**src/rbdep_pkg.sv**
```systemverilog
// Package for the double-ended ring buffer: field widths, action codes,
// sequencer states and the structs that join controller, datapath and config.
// No dependencies.
package rbdep_pkg;

	// Fixed field widths
	localparam int ACT_W  = 3;
	localparam int CNT_W  = 11;
	localparam int APB_AW = 3;
	localparam int APB_DW = 32;

	// Register word index of capacity
	localparam logic REG_CAPACITY = 1'b0;

	typedef enum logic [ACT_W-1:0] {
		ACT_PUSH      = 3'd0,
		ACT_POP_FRONT = 3'd1,
		ACT_POP_REAR  = 3'd2,
		ACT_CLEAR     = 3'd3,
		ACT_QUERY     = 3'd4
	} action_t;

	typedef enum logic [1:0] {
		ST_IDLE   = 2'd0,
		ST_UPDATE = 2'd1,
		ST_FETCH  = 2'd2,
		ST_LOAD   = 2'd3
	} state_t;

	// Controller to datapath
	typedef struct packed {
		logic capture;
		logic update;
		logic fetch;
		logic load;
	} cmd_t;

	// Datapath to controller
	typedef struct packed {
		logic out_free;
	} status_t;

	// Config register to datapath
	typedef struct packed {
		logic             wr;
		logic [CNT_W-1:0] cap;
	} cfg_t;

endpackage

```
**src/rbdep_ctrl.sv**
```systemverilog
// Sequencer for the ring buffer: walks each action through update, memory
// read and result load. Depends on rbdep_pkg.
module rbdep_ctrl (
	input  logic               clk,
	input  logic               arst_n,
	input  logic               in_valid,
	output logic               in_ready,
	input  rbdep_pkg::status_t status,
	output rbdep_pkg::cmd_t    cmd
);
	import rbdep_pkg::*;

	state_t state_q;
	state_t state_d;

	// Next state
	always_comb begin
		state_d = state_q;
		unique case (state_q)
			ST_IDLE:   if (in_valid) state_d = ST_UPDATE;
			ST_UPDATE: state_d = ST_FETCH;
			ST_FETCH:  state_d = ST_LOAD;
			ST_LOAD:   if (status.out_free) state_d = ST_IDLE;
			default:   state_d = ST_IDLE;
		endcase
	end

	always_ff @(posedge clk or negedge arst_n) begin
		if (!arst_n) begin
			state_q <= ST_IDLE;
		end else begin
			state_q <= state_d;
		end
	end

	// Outputs
	always_comb begin
		cmd      = '0;
		in_ready = 1'b0;
		unique case (state_q)
			ST_IDLE: begin
				in_ready    = 1'b1;
				cmd.capture = in_valid;
			end
			ST_UPDATE: cmd.update = 1'b1;
			ST_FETCH:  cmd.fetch  = 1'b1;
			ST_LOAD:   cmd.load   = status.out_free;
			default:   cmd        = '0;
		endcase
	end

`ifndef SYNTHESIS
	a_cmd_onehot: assert property (@(posedge clk) disable iff (!arst_n)
		$onehot0(cmd)) else $error("more than one datapath command at once");
	a_load_free: assert property (@(posedge clk) disable iff (!arst_n)
		cmd.load |-> status.out_free) else $error("result loaded over an untaken one");
	a_capture_update: assert property (@(posedge clk) disable iff (!arst_n)
		cmd.capture |=> cmd.update) else $error("captured beat not updated next cycle");
`endif

endmodule

```
**config.mk**
```make
export PLATFORM = sky130hd
export DESIGN_NAME = rbdep_ctrl
export DESIGN_NICKNAME = d
export VERILOG_FILES = /design/src/rbdep_pkg.sv /design/src/rbdep_ctrl.sv
export SDC_FILE = /design/constraint.sdc
export NUM_CORES = 1
export LEC_CHECK = 0
export ABC_AREA = 0
export BUFFER_PORTS_ARGS = -buffer_cell sky130_fd_sc_hd__buf_4
export CORE_AREA = 5 5 42 44
export DETAILED_ROUTE_END_ITERATION = 8
export DIE_AREA = 0 0 47 49
export HOLD_SLACK_MARGIN = 0.12
export PLACE_DENSITY = 0.3
export SLEW_MARGIN = 20
export SYNTH_ARGS = -nofsm -noshare
export SYNTH_HDL_FRONTEND = slang
export SYNTH_SLANG_ARGS = --single-unit
export TNS_END_PERCENT = 20
```
**constraint.sdc**
```tcl
create_clock -name clk -period 1.54 [get_ports clk]
set_input_delay 0.154 -clock clk [delete_from_list [all_inputs] [get_ports clk]]
set_output_delay 0.154 -clock clk [all_outputs]
set_load 0.02 [all_outputs]
```
==> summary.txt <==
Run status
  – Result of the run: complete, no violations

STA
  – Final-layout setup total negative slack: 0 ns
  – Setup skew after layout: about 0.0063 ns
  – Ratio of final minimum period to clock period: 0.904
  – Max-slew headroom: 0.892
  – Min Clock Period, post-route: 1.39 ns
  – Pins over their slew limit: 0
  – Measured slew at the worst slew-check pin: 0.163 ns
  – Achievable clock frequency: ~0.7 GHz
  – Final hold violation count: 0
  – Setup repair after global routing missed its margin: no
  – # setup viols final: 0

CTS
  – Insertion delay of the later-clocked pin in the worst-skew pair: approximately 0.22 ns
  – Clock buffers created by TritonCTS: 3
  – Depth of the CTS H-tree: 1
  – Clock Pin Slew Worst Setup and Hold Paths: about 0.03 ns
  – Post-CTS setup buffer count: 0
  – Cts-stage hold buffer count: 1
  – CTS tree: built
  – Clock buffer depth: 2
  – Root Buffer: clkbuf_4
  – CTS sink count: 2
  – CTS resizes: 0

Global routing
  – Vias in the first global route: between 150 and 200
  – GR Util All Layers: 0.0402
  – First-pass GRT wire length: between 600 and 700 um
  – Antenna violations before repair: 0
  – Maximum number of pins on one net before global-route repair: 5
  – Grt total ovfl: 0

Setup path
  – Cell family with most CP delay: flip-flops
  – Largest stage delay, worst path: roughly 0.38 ns
  – Crit-path max FO: 4
  – WP buf/inv: 2
  – Ordered cell list for the critical path: inv_1, ha_1, and2_1, buf_4
  – Crit Path Category: reg2out
  – Type of origin of the critical path: flip-flop
  – Crit-path slowest cell: dfrtp_1
  – Worst Path Required: between 1 and 1.5 ns
  – Critical path capture point type: output pin
  – Worst Path Arrival: ~1.2 ns

Synthesis
  – Post-synthesis cell count: 15
  – Cell type with the largest total area after synthesis: dfrtp_1
  – Synth Register Bits: 2
  – Distinct cell type count after synthesis: 9
  – Number of enable flip-flop cells after synthesis: 0
  – Number of nets produced by synthesis: 23
  – Number of warning messages in the yosys log: 0
  – Main flop type after synthesis: dfrtp_1
  – Library cell with the highest instance count after synthesis: ha_1
  – Post-synthesis async set-or-reset flop share: 1.00
  – Most used standard cells in the synthesized netlist: 4 x ha_1, 3 x inv_1, 2 x dfrtp_1
  – Mapped cell area: approximately 170 sq um
  – Mean Syn Cell Area: between 10 and 15 sq um
  – Seq/Total Area, Yosys: 0.288
  – Largest cells by area after synthesis: dfrtp_1 29%, ha_1 29%, mux2_4 8.6%
  – Fraction of synthesized cell area taken by the top area cell type: 0.288

Routing
  – Met3 WL post-DR: about 57 um
  – Count of antenna-violating nets left after detailed routing: 0
  – Drt drc: 0
  – Routed Wire Length: between 300 and 400 um
  – Routed wirelength normalized by instance count: roughly 8.1 um
  – Initial drt markers: 1
  – Mean number of vias per cell: 3.16
  – Uppermost signal routing layer after detailed routing: met3
  – Length of routed wiring on met1: roughly 160 um
  – Routed wire length on met2: ~130 um
  – Router iterations before antenna repair: 2
  – Via count: around 140

Place
  – Placed Instance Area: roughly 250 sq um
  – Placed Cells incl. Taps: 39
  – Global placement routability congestion: between 0.6 and 0.7
  – Number of I/O port buffers: 8

Die
  – Width of the die: 47 um
  – Standard cell core area: 1400 sq um
  – Die H: just under 50 um
  – Number of standard-cell rows in the floorplan: 14
  – Count of pins on the block boundary: 9
  – Area of the die: ~2300 sq um
  – Effective utilization at floorplan: 0.124

Layout
  – Signed area change from the synthesized netlist to the final layout: 64.7%
  – Most flop-heavy register: state_q
  – Total number of nets in the final design: 37
  – Largest registers: state_q x2
  – Number of standard cells in the layout, taps in and fillers out: between 40 and 50
  – Count of fill cells added during filler insertion: about 160
  – Number of flip-flops in the largest register: 2
  – Area of all placed cells without fillers: roughly 290 sq um
  – Inserted Diodes: 0
  – Ratio of cells with drive above 1 in the final layout: 0.593

Power
  – Total power per unit cell area: around 2100 nW/um^2
  – Static Leak: between 0.15 and 0.2 nW
  – Maximum vdd ir drop: roughly 0.64 mV

Min path
  – Kind of path behind the tightest hold check: in2async

Flow run
  – Maximum capacitance violations: 0
through the flow:
step	hold WS, ns	power [mW]	worst slack (ns)	utilization
after floorplan	-0.142	0.384	0.202	-
after global placement	-0.0642	0.507	0.198	0.181
after detailed placement	-0.0612	0.504	0.205	0.181
after CTS	0.240	0.624	0.129	0.204
after global routing	0.242	0.679	0.0306	0.204
final	0.246	0.609	0.148	0.204
worst reg2reg max path, stage by stage (launching register included):
cell and delay (ns):
dfrtp_1 0.38, inv_1 0.08, ha_1 0.25, a21oi_2 0.18
mux2_4 0.31
metal layers:
layer / up-vias / GRT usage
li1: 73 / -
met1: 56 / 0.0374
met2: 7 / 0.0566
met3: 0 / 0.0443
met4: 0 / 0.0138
met5: - / 0
layout by cell type (no fill, tap or decap):
cell type and count:
o32a_2 1, clkbuf_4 3, and2_2 1, dfrtp_1 2
mux2_4 1, nor2b_4 1, dlygate4sd3_1 1, ha_1 4
inv_1 3, buf_4 8, a21oi_2 1, and2_1 1
worst paths after layout:
kind | startpoint | to | slack [ns] | cells after the start
setup / recovery | state_q[0] | cmd[3] | 0.15 | 4
hold / removal | arst_n | state_q[0] | 0.25 | 2
setup reg to reg | state_q[0] | state_q[1] | 0.21 | 4
hold reg to reg | state_q[0] | state_q[0] | 0.56 | 1
max in group asynchronous | arst_n | state_q[1] | 1.20 | 2
min in group clk | status | state_q[0] | 0.34 | 3
area by class of cell:
| cell class | count | area (sq um) | area share |
|---|---|---|---|
| Timing Repair Buffer | 9 | 70.1 | 0.245 |
| Multi-Input combinational cell | 10 | 113 | 0.393 |
| Sequential cell | 2 | 50.0 | 0.175 |
| Inverter | 3 | 11.3 | 0.0393 |
| Tap cell | 16 | 20.0 | 0.0699 |
| Clock buffer | 3 | 22.5 | 0.0786 |
kinds of logic after synthesis:
logic type / synth area share
adder cells (fa/ha/maj): 0.288
buffers and inverters: 0.0647
AND/OR/NAND/NOR: 0.158
AO/OA/AOI/OAI: 0.115
flip-flops: 0.288
multiplexers: 0.0863
where the power goes:
part	total (mW)	switching, mW	internal [mW]
Clock	0.113	0.0273	0.0858
Combinational	0.382	0.181	0.201
Sequential	0.113	0.0302	0.0832
Total	0.609	0.238	0.370
(Power assumes the default switching activity.)
