==> config.mk <==
export PLATFORM = sky130hd
export DESIGN_NAME = rbdep_cfg
export DESIGN_NICKNAME = d
export VERILOG_FILES = /design/src/rbdep_pkg.sv /design/src/rbdep_cfg.sv
export SDC_FILE = /design/constraint.sdc
export NUM_CORES = 1
export LEC_CHECK = 0
export BUFFER_PORTS_ARGS = -buffer_cell sky130_fd_sc_hd__clkbuf_2
export CAP_MARGIN = 20
export CORE_ASPECT_RATIO = 0.6
export CORE_MARGIN = 3
export CORE_UTILIZATION = 30
export CTS_CLUSTER_DIAMETER = 150
export DETAILED_ROUTE_END_ITERATION = 8
export PLACE_DENSITY = 0.75
export SETUP_SLACK_MARGIN = 0.4
export SYNTH_ARGS = -nofsm -noshare
export SYNTH_HDL_FRONTEND = slang
export SYNTH_SLANG_ARGS = --single-unit
==> constraint.sdc <==
create_clock -name clk -period 0.8 [get_ports clk]
set_input_delay 0.12 -clock clk [delete_from_list [all_inputs] [get_ports clk]]
set_output_delay 0.12 -clock clk [all_outputs]
set_load 0.01 [all_outputs]
==> src/rbdep_pkg.sv <==
// Package for the double-ended ring buffer: field widths, action codes,
// sequencer states and the structs that join controller, datapath and config.
// No dependencies.
package rbdep_pkg;

	// Fixed field widths
	localparam int ACT_W  = 3;
	localparam int CNT_W  = 11;
	localparam int APB_AW = 3;
	localparam int APB_DW = 32;

	// Register word index of capacity
	localparam logic REG_CAPACITY = 1'b0;

	typedef enum logic [ACT_W-1:0] {
		ACT_PUSH      = 3'd0,
		ACT_POP_FRONT = 3'd1,
		ACT_POP_REAR  = 3'd2,
		ACT_CLEAR     = 3'd3,
		ACT_QUERY     = 3'd4
	} action_t;

	typedef enum logic [1:0] {
		ST_IDLE   = 2'd0,
		ST_UPDATE = 2'd1,
		ST_FETCH  = 2'd2,
		ST_LOAD   = 2'd3
	} state_t;

	// Controller to datapath
	typedef struct packed {
		logic capture;
		logic update;
		logic fetch;
		logic load;
	} cmd_t;

	// Datapath to controller
	typedef struct packed {
		logic out_free;
	} status_t;

	// Config register to datapath
	typedef struct packed {
		logic             wr;
		logic [CNT_W-1:0] cap;
	} cfg_t;

endpackage

==> src/rbdep_cfg.sv <==
// APB-style register file for the ring buffer: holds the clamped capacity.
// Depends on rbdep_pkg.
module rbdep_cfg #(
	parameter int DEPTH = 1024
) (
	input  logic                      clk,
	input  logic                      arst_n,
	input  logic                      psel,
	input  logic                      penable,
	input  logic                      pwrite,
	input  logic [rbdep_pkg::APB_AW-1:0] paddr,
	input  logic [rbdep_pkg::APB_DW-1:0] pwdata,
	output logic [rbdep_pkg::APB_DW-1:0] prdata,
	output logic                      pready,
	output rbdep_pkg::cfg_t           cfg
);
	import rbdep_pkg::*;

	localparam logic [CNT_W-1:0] CAP_RST = (DEPTH < 1024) ? CNT_W'(DEPTH) : CNT_W'(1024);

	logic [CNT_W-1:0] cap_q;
	logic [CNT_W-1:0] raw;
	logic [CNT_W-1:0] cap_d;
	logic             wr;

	assign pready = 1'b1;
	assign wr     = psel && penable && pwrite && (paddr[2] == REG_CAPACITY);

	// Clamp written value into 1..DEPTH
	always_comb begin
		raw = pwdata[CNT_W-1:0];
		priority if (raw == '0) begin
			cap_d = CNT_W'(1);
		end else if (32'(raw) > DEPTH) begin
			cap_d = CNT_W'(DEPTH);
		end else begin
			cap_d = raw;
		end
	end

	always_ff @(posedge clk or negedge arst_n) begin
		if (!arst_n) begin
			cap_q <= CAP_RST;
		end else if (wr) begin
			cap_q <= cap_d;
		end
	end

	// Read back the capacity word; other words read zero
	assign prdata = (paddr[2] == REG_CAPACITY) ? APB_DW'(cap_q) : '0;

	assign cfg.wr  = wr;
	assign cfg.cap = cap_q;

endmodule

==> flow_summary.ini, run 1 <==
[status]
status = finished with violations
violations = negative hold slack, negative setup slack

[synth]
synth-main-ff-cell = dfrtp_1
synth_most_common_cell = buf_4
synth_async_sr_flop_share = 1.00
synth_compound_area_frac = 0.0928
synth_area_um2 = 768
syn_inst = 85
synthSimpleGateAreaFrac = 0.221
synth_top_area_cell = dfrtp_1
synth-seq-cells = 11
ys_warn_count = 0
yosysSeqAreaShare = 0.360
synth_common_cells = buf_4 (24), nand2_1 (11), nor2b_1 (11)
ys_types = 22
synth_top_family_by_area = buffers and inverters
ys_top_cells_by_area = dfrtp_1 (33%), buf_4 (23%), nor2b_1 (9.0%)
synthAdderAreaFrac = 0
netlist.area_leader.share = 0.326
avgSynthCellArea_um2 = 9.04
synthMuxAreaShare = 0.0521
synth_xor_area_frac = 0
synth_edf_count = 0

[hold_path]
hold_path_class = in2async

[drt]
drtIter0Drc = 10
vias_per_cell = 4.08
vias = 698
routedWlPerCell_um = 12.8
first_pass_iters = 2
ant_nets = 0
drc = 0
wirelength_um = 2190

[global_route]
antenna_found_initial = 0
grt_pass1_wl_um = 2950
grt_pass1_vias = 658
grt_usage = 0.122
grt_max_degree = 12
overflow = 0

[placed_design]
dp_hpwl_um = 1560
io_buffers = 39
gp_routability_congestion = 0.781

[critical_path]
timing.critical_path.from = cap_q[10]
cp-endpoint = prdata[10]
max_stage_delay_ns = 0.53
r2r_end = cap_q[10]
critPathSlowestCell = dfstp_2
worstPathCellList = nor2b_4, buf_6
worstSetupPathType = reg2out
r2r_setup_slack_ns = -0.06
start_kind = flop
r2r-start = cap_q[10]
arrival_ns = 1.00
reg2regPathDepth = 3
worst_setup_path_end_kind = primary output
worstPathRequired_ns = 0.68
crit_fanout = 3

[die]
fp.coreArea_mm2 = 0.00229
ios = 85
dieArea_mm2 = 0.00322
die_y_um = 45.2
fp-row-count = 13
initial_core_util = 0.335
die_x_um = 71.3

[timing]
fin_skew_ns = 0
slew_viol_final = 0
setup_ws_ns = -0.320
fin_setup_tns_ns = -3.97
hold_viol_final = 10
rsz0062_at_grt = yes
setup_viol = 27
hold-worst-slack_ns = -0.248
min_period_ns = 1.12
period_share = 1.40
fmax_mhz = 893

[clock_tree]
clk_latency_ns = 0.24
cts_tree = built
cts_sinks = 11
cts_buffers = 3
cts_max_path_buffers = 2
clkTransAtPathRegs_ns = 0.05
cts_max_level = 1
root_buffer = clkbuf_8

[power]
leakagePower_nw = 0.721
sw_frac_of_total = 0.305
power_switching_w = 0.000676
p_total_w = 0.00222
comb_power_share = 0.417
seq_power_share = 0.334
p_clk_frac = 0.249
intPower_w = 0.00154
peakVddDrop_uv = 533
power_density_mw_per_mm2 = 1670

[cells_and_area]
syn_to_final_growth_pct = 73.3
reg_top3 = cap_q x11
antenna_cells = 0
drive_above_1_share = 0.617
largest_reg_flops = 11
n_fill_cell = 204
largest-register = cap_q
nNetsFinal = 182

[run]
drv_cap = 0
## layout make-up
class | count | area (um2) | area share
Multi-Input combinational cell | 66 | 478 | 0.359
Timing Repair Buffer | 58 | 487 | 0.366
Tap cell | 30 | 37.5 | 0.0282
Clock buffer | 4 | 45.0 | 0.0338
Sequential cell | 11 | 277 | 0.208
Inverter | 2 | 7.51 | 0.00564
## cells by family (layout without fill, tap and decap cells)
group,count (synthesis),in the layout
simple gates,28,28
buf+inv,28,64
compound gates,12,12
flops,11,11
mux,4,4
other cells,2,22
## critical path, delay by kind of cell (launching register included)
family / cells / cell delay [ns]
and+or+nand+nor: 1 / 0.13
buffers and inverters: 1 / 0.10
DFF: 1 / 0.53
## placed cells by master (no fill, tap or decap), types with 2 or more instances in the layout
| master | n |
|---|---|
| nor2b_4 | 11 |
| buf_2 | 2 |
| o21ai_1 | 3 |
| nand2_2 | 5 |
| clkbuf_2 | 21 |
| clkbuf_8 | 3 |
| o21ai_2 | 2 |
| dfrtp_1 | 10 |
| conb_1 | 22 |
| buf_4 | 6 |
| nand2_1 | 6 |
| mux2i_1 | 4 |
| buf_6 | 29 |
| a21oi_1 | 4 |
## power by group through the flow
stage | sequential [W] | clock, W | combinational [W]
after floorplan | 0.000781 | 0 | 0.000417
after global routing | 0.000755 | 0.000605 | 0.000992
after CTS | 0.000741 | 0.000574 | 0.000739
final | 0.000741 | 0.000554 | 0.000926
after global placement | 0.000743 | 0 | 0.000641
after detailed placement | 0.000748 | 0 | 0.000653
## per-layer routing
layer / global-route usage / up-vias / wire length, um
li1: - / 340 / -
met1: 0.123 / 330 / 760
met2: 0.217 / 26 / 1240
met3: 0.0644 / 2 / 181
met4: 0.0524 / 0 / 10
met5: 0 / - / 0
## timing repair
action,in CTS,in global routing
resized for setup,11,45
setup endpoints to repair,34,34
pin swaps,2,1
setup buffers,6,3
endpoints found under the hold margin,10,10
gates cloned,1,0
## through the flow
step	hold WS (ns)	setup slack, ns	cells	util	area, um2
3_3_place_gp	0.00115	-0.250	157	0.451	1030
6_report	-0.248	-0.320	171	0.580	1330
5_1_grt	-0.232	-0.362	171	0.580	1330
4_1_cts	-0.252	-0.347	168	0.508	1170
2_1_floorplan	-0.176	-0.0214	105	-	940
3_5_place_dp	0.0102	-0.279	157	0.451	1030
## worst min-delay path by stage
stage,from,endpoint,slack (ns),cells after the start
3_3_place_gp,arst_n,cap_q[2],0.001,1
2_1_floorplan,arst_n,cap_q[0],-0.18,0
4_1_cts,arst_n,cap_q[1],-0.25,1
6_report,arst_n,cap_q[1],-0.25,1
5_1_grt,arst_n,cap_q[8],-0.23,1
3_5_place_dp,arst_n,cap_q[3],0.01,1
(Power assumes the default switching activity.)
==> inputs of run 2 (changes only) <==
Settings changed: ABC_AREA set to 1, CAP_MARGIN 20 to 5.
==> run 2 against run 1 <==
The flow still finishes with violations (negative hold slack, negative setup slack). Clock-buffer cell count did not move. Via count grew 19%. Worst setup slack gained 0.016 ns. Flip-flop and latch count is the same. Synthesized area up 0.16%. Clock skew is the same. Power shrank 3.6%. Routed wire length increased by 15%. Fmax rose by 1.4%.
==> flow_summary.ini, run 2 <==
[placed_design]
dp_hpwl_um = 1570
post_dp_cell_area_mm2 = 0.00102
io_buffers = 39
gp_routability_congestion = 0.758
dp.cells = 178

[run]
drv_cap = 0

[global_route]
overflow = 0
grt_pass1_wl_um = 3470
antenna_found_initial = 0
grt_pass1_vias = 728
grt_usage = 0.138
grt_max_degree = 12

[critical_path]
timing.critical_path.from = cap_q[10]
worst_setup_path_end_kind = primary output
r2r_setup_slack_ns = -0.16
reg2regPathDepth = 4
r2r_end = cap_q[10]
cp-endpoint = prdata[10]
crit_fanout = 2
arrival_ns = 0.98
worstPathRequired_ns = 0.68
start_kind = flop
r2r-start = cap_q[10]
worstSetupPathType = reg2out

[cells_and_area]
fin_cells = 195
nNetsFinal = 206
syn_to_final_growth_pct = 72.4
antenna_cells = 0
final_common_cell = conb_1
drive_above_1_share = 0.600
largest-register = cap_q
seqCellArea_um2 = 277
final_util = 0.578
n_fill_cell = 205
final_area_mm2 = 0.00133
layout_common_cells = conb_1 (22), nand2_1 (21), clkbuf_2 (18)
largest_reg_flops = 11
multi_input_comb_area_um2 = 479
reg_top3 = cap_q x11

[timing]
hold_viol_final = 10
setup_viol = 23
period_share = 1.38
min_period_ns = 1.10
slew_viol_final = 0
rsz0062_at_grt = yes
setup_ws_ns = -0.304
fin_skew_ns = 0
hold-worst-slack_ns = -0.242
fmax_mhz = 906

[synth]
synth_xor_area_frac = 0
ys_types = 17
ys_warn_count = 0
synthAdderAreaFrac = 0
synth_async_sr_flop_share = 1.00
synth_compound_area_frac = 0.0439
synth_edf_count = 0
synth_area_um2 = 769
netlist.area_leader.share = 0.325
synth-seq-cells = 11
yosysSeqAreaShare = 0.359
avgSynthCellArea_um2 = 7.06
synthSimpleGateAreaFrac = 0.283
synth-main-ff-cell = dfrtp_1
syn_inst = 109
synth_common_cells = buf_4 (23), nand2_1 (23), nor2_1 (17)
ys_top_cells_by_area = dfrtp_1 (33%), buf_4 (22%), nand2_1 (11%)
synthMuxAreaShare = 0
synth_top_family_by_area = buffers and inverters
synth_top_area_cell = dfrtp_1

[die]
initial_core_util = 0.336
ios = 85
die_y_um = 45.2
dieArea_mm2 = 0.00323
die_x_um = 71.4
fp.coreArea_mm2 = 0.00229
fp-row-count = 13

[power]
leakagePower_nw = 0.702
p_total_w = 0.00214
power_density_mw_per_mm2 = 1610
peakVddDrop_uv = 943

[status]
status = finished with violations
violations = negative hold slack, negative setup slack

[clock_tree]
cts_max_path_buffers = 2
root_buffer = clkbuf_8
cts_buffers = 3
clk_latency_ns = 0.24
cts_sinks = 11
cts_tree = built
clkTransAtPathRegs_ns = 0.06
cts_max_level = 1

[drt]
ant_nets = 0
vias_per_cell = 4.27
routedWlPerCell_um = 12.9
wirelength_um = 2520
vias = 832
first_pass_iters = 4
drc = 0
drtIter0Drc = 68

[hold_path]
hold_path_class = in2async
-- run 2: cell type report --
| cell class | instances | area share |
|---|---|---|
| Clock buffer | 4 | 0.0340 |
| Timing Repair Buffer | 57 | 0.325 |
| Inverter | 14 | 0.0434 |
| Sequential cell | 11 | 0.208 |
| Tap cell | 30 | 0.0283 |
| Multi-Input combinational cell | 79 | 0.361 |
-- run 2: layer usage --
layer | global-route usage | share of wire | vias up
met1 | 0.166 | 0.39 | 388
met4 | 0.0674 | 0.0083 | 0
li1 | - | - | 397
met5 | 0 | 0 | -
met3 | 0.00889 | 0.061 | 2
met2 | 0.257 | 0.54 | 45
-- run 2: how the worst min path moves through the flow --
stage	startpoint	to	slack, ns	cells after the start
CTS	arst_n	cap_q[8]	-0.23	1
detailed placement	arst_n	cap_q[8]	0.01	1
global placement	arst_n	cap_q[8]	0.005	1
finish	arst_n	cap_q[9]	-0.24	1
global route	arst_n	cap_q[9]	-0.23	1
floorplan	arst_n	cap_q[0]	-0.18	0
-- run 2: worst max-delay path, stage by stage, from the launching register on --
cell and delay [ns]:
dfstp_2 0.53, inv_2 0.05, nor2_4 0.07, buf_6 0.10
-- run 2: timing repair --
| action | CTS | global route |
|---|---|---|
| endpoints found under the hold margin | 10 | 10 |
| setup buffers | 9 | 4 |
| pin swaps | 16 | 11 |
| resized for setup | 22 | 37 |
| endpoints found under the setup margin | 34 | 34 |
-- run 2: cell families after synthesis --
| family | after synthesis |
|---|---|
| AOI/OAI and AO/OA | 4 |
| DFF | 11 |
| buffers and inverters | 39 |
| and+or+nand+nor | 53 |
| other | 2 |
-- run 2: through the flow --
| stage | worst slack [ns] | TNS (ns) |
|---|---|---|
| 2_1_floorplan | -0.0232 | -0.0232 |
| 5_1_grt | -0.336 | -4.46 |
| 6_report | -0.304 | -3.50 |
| 4_1_cts | -0.319 | -3.36 |
| 3_5_place_dp | -0.136 | -1.38 |
| 3_3_place_gp | -0.104 | -1.04 |
-- run 2: report_power, final --
part           switching [W]  internal [W]
Combinational       0.000431      0.000413
Sequential         0.0000703      0.000652
Clock               0.000223      0.000351
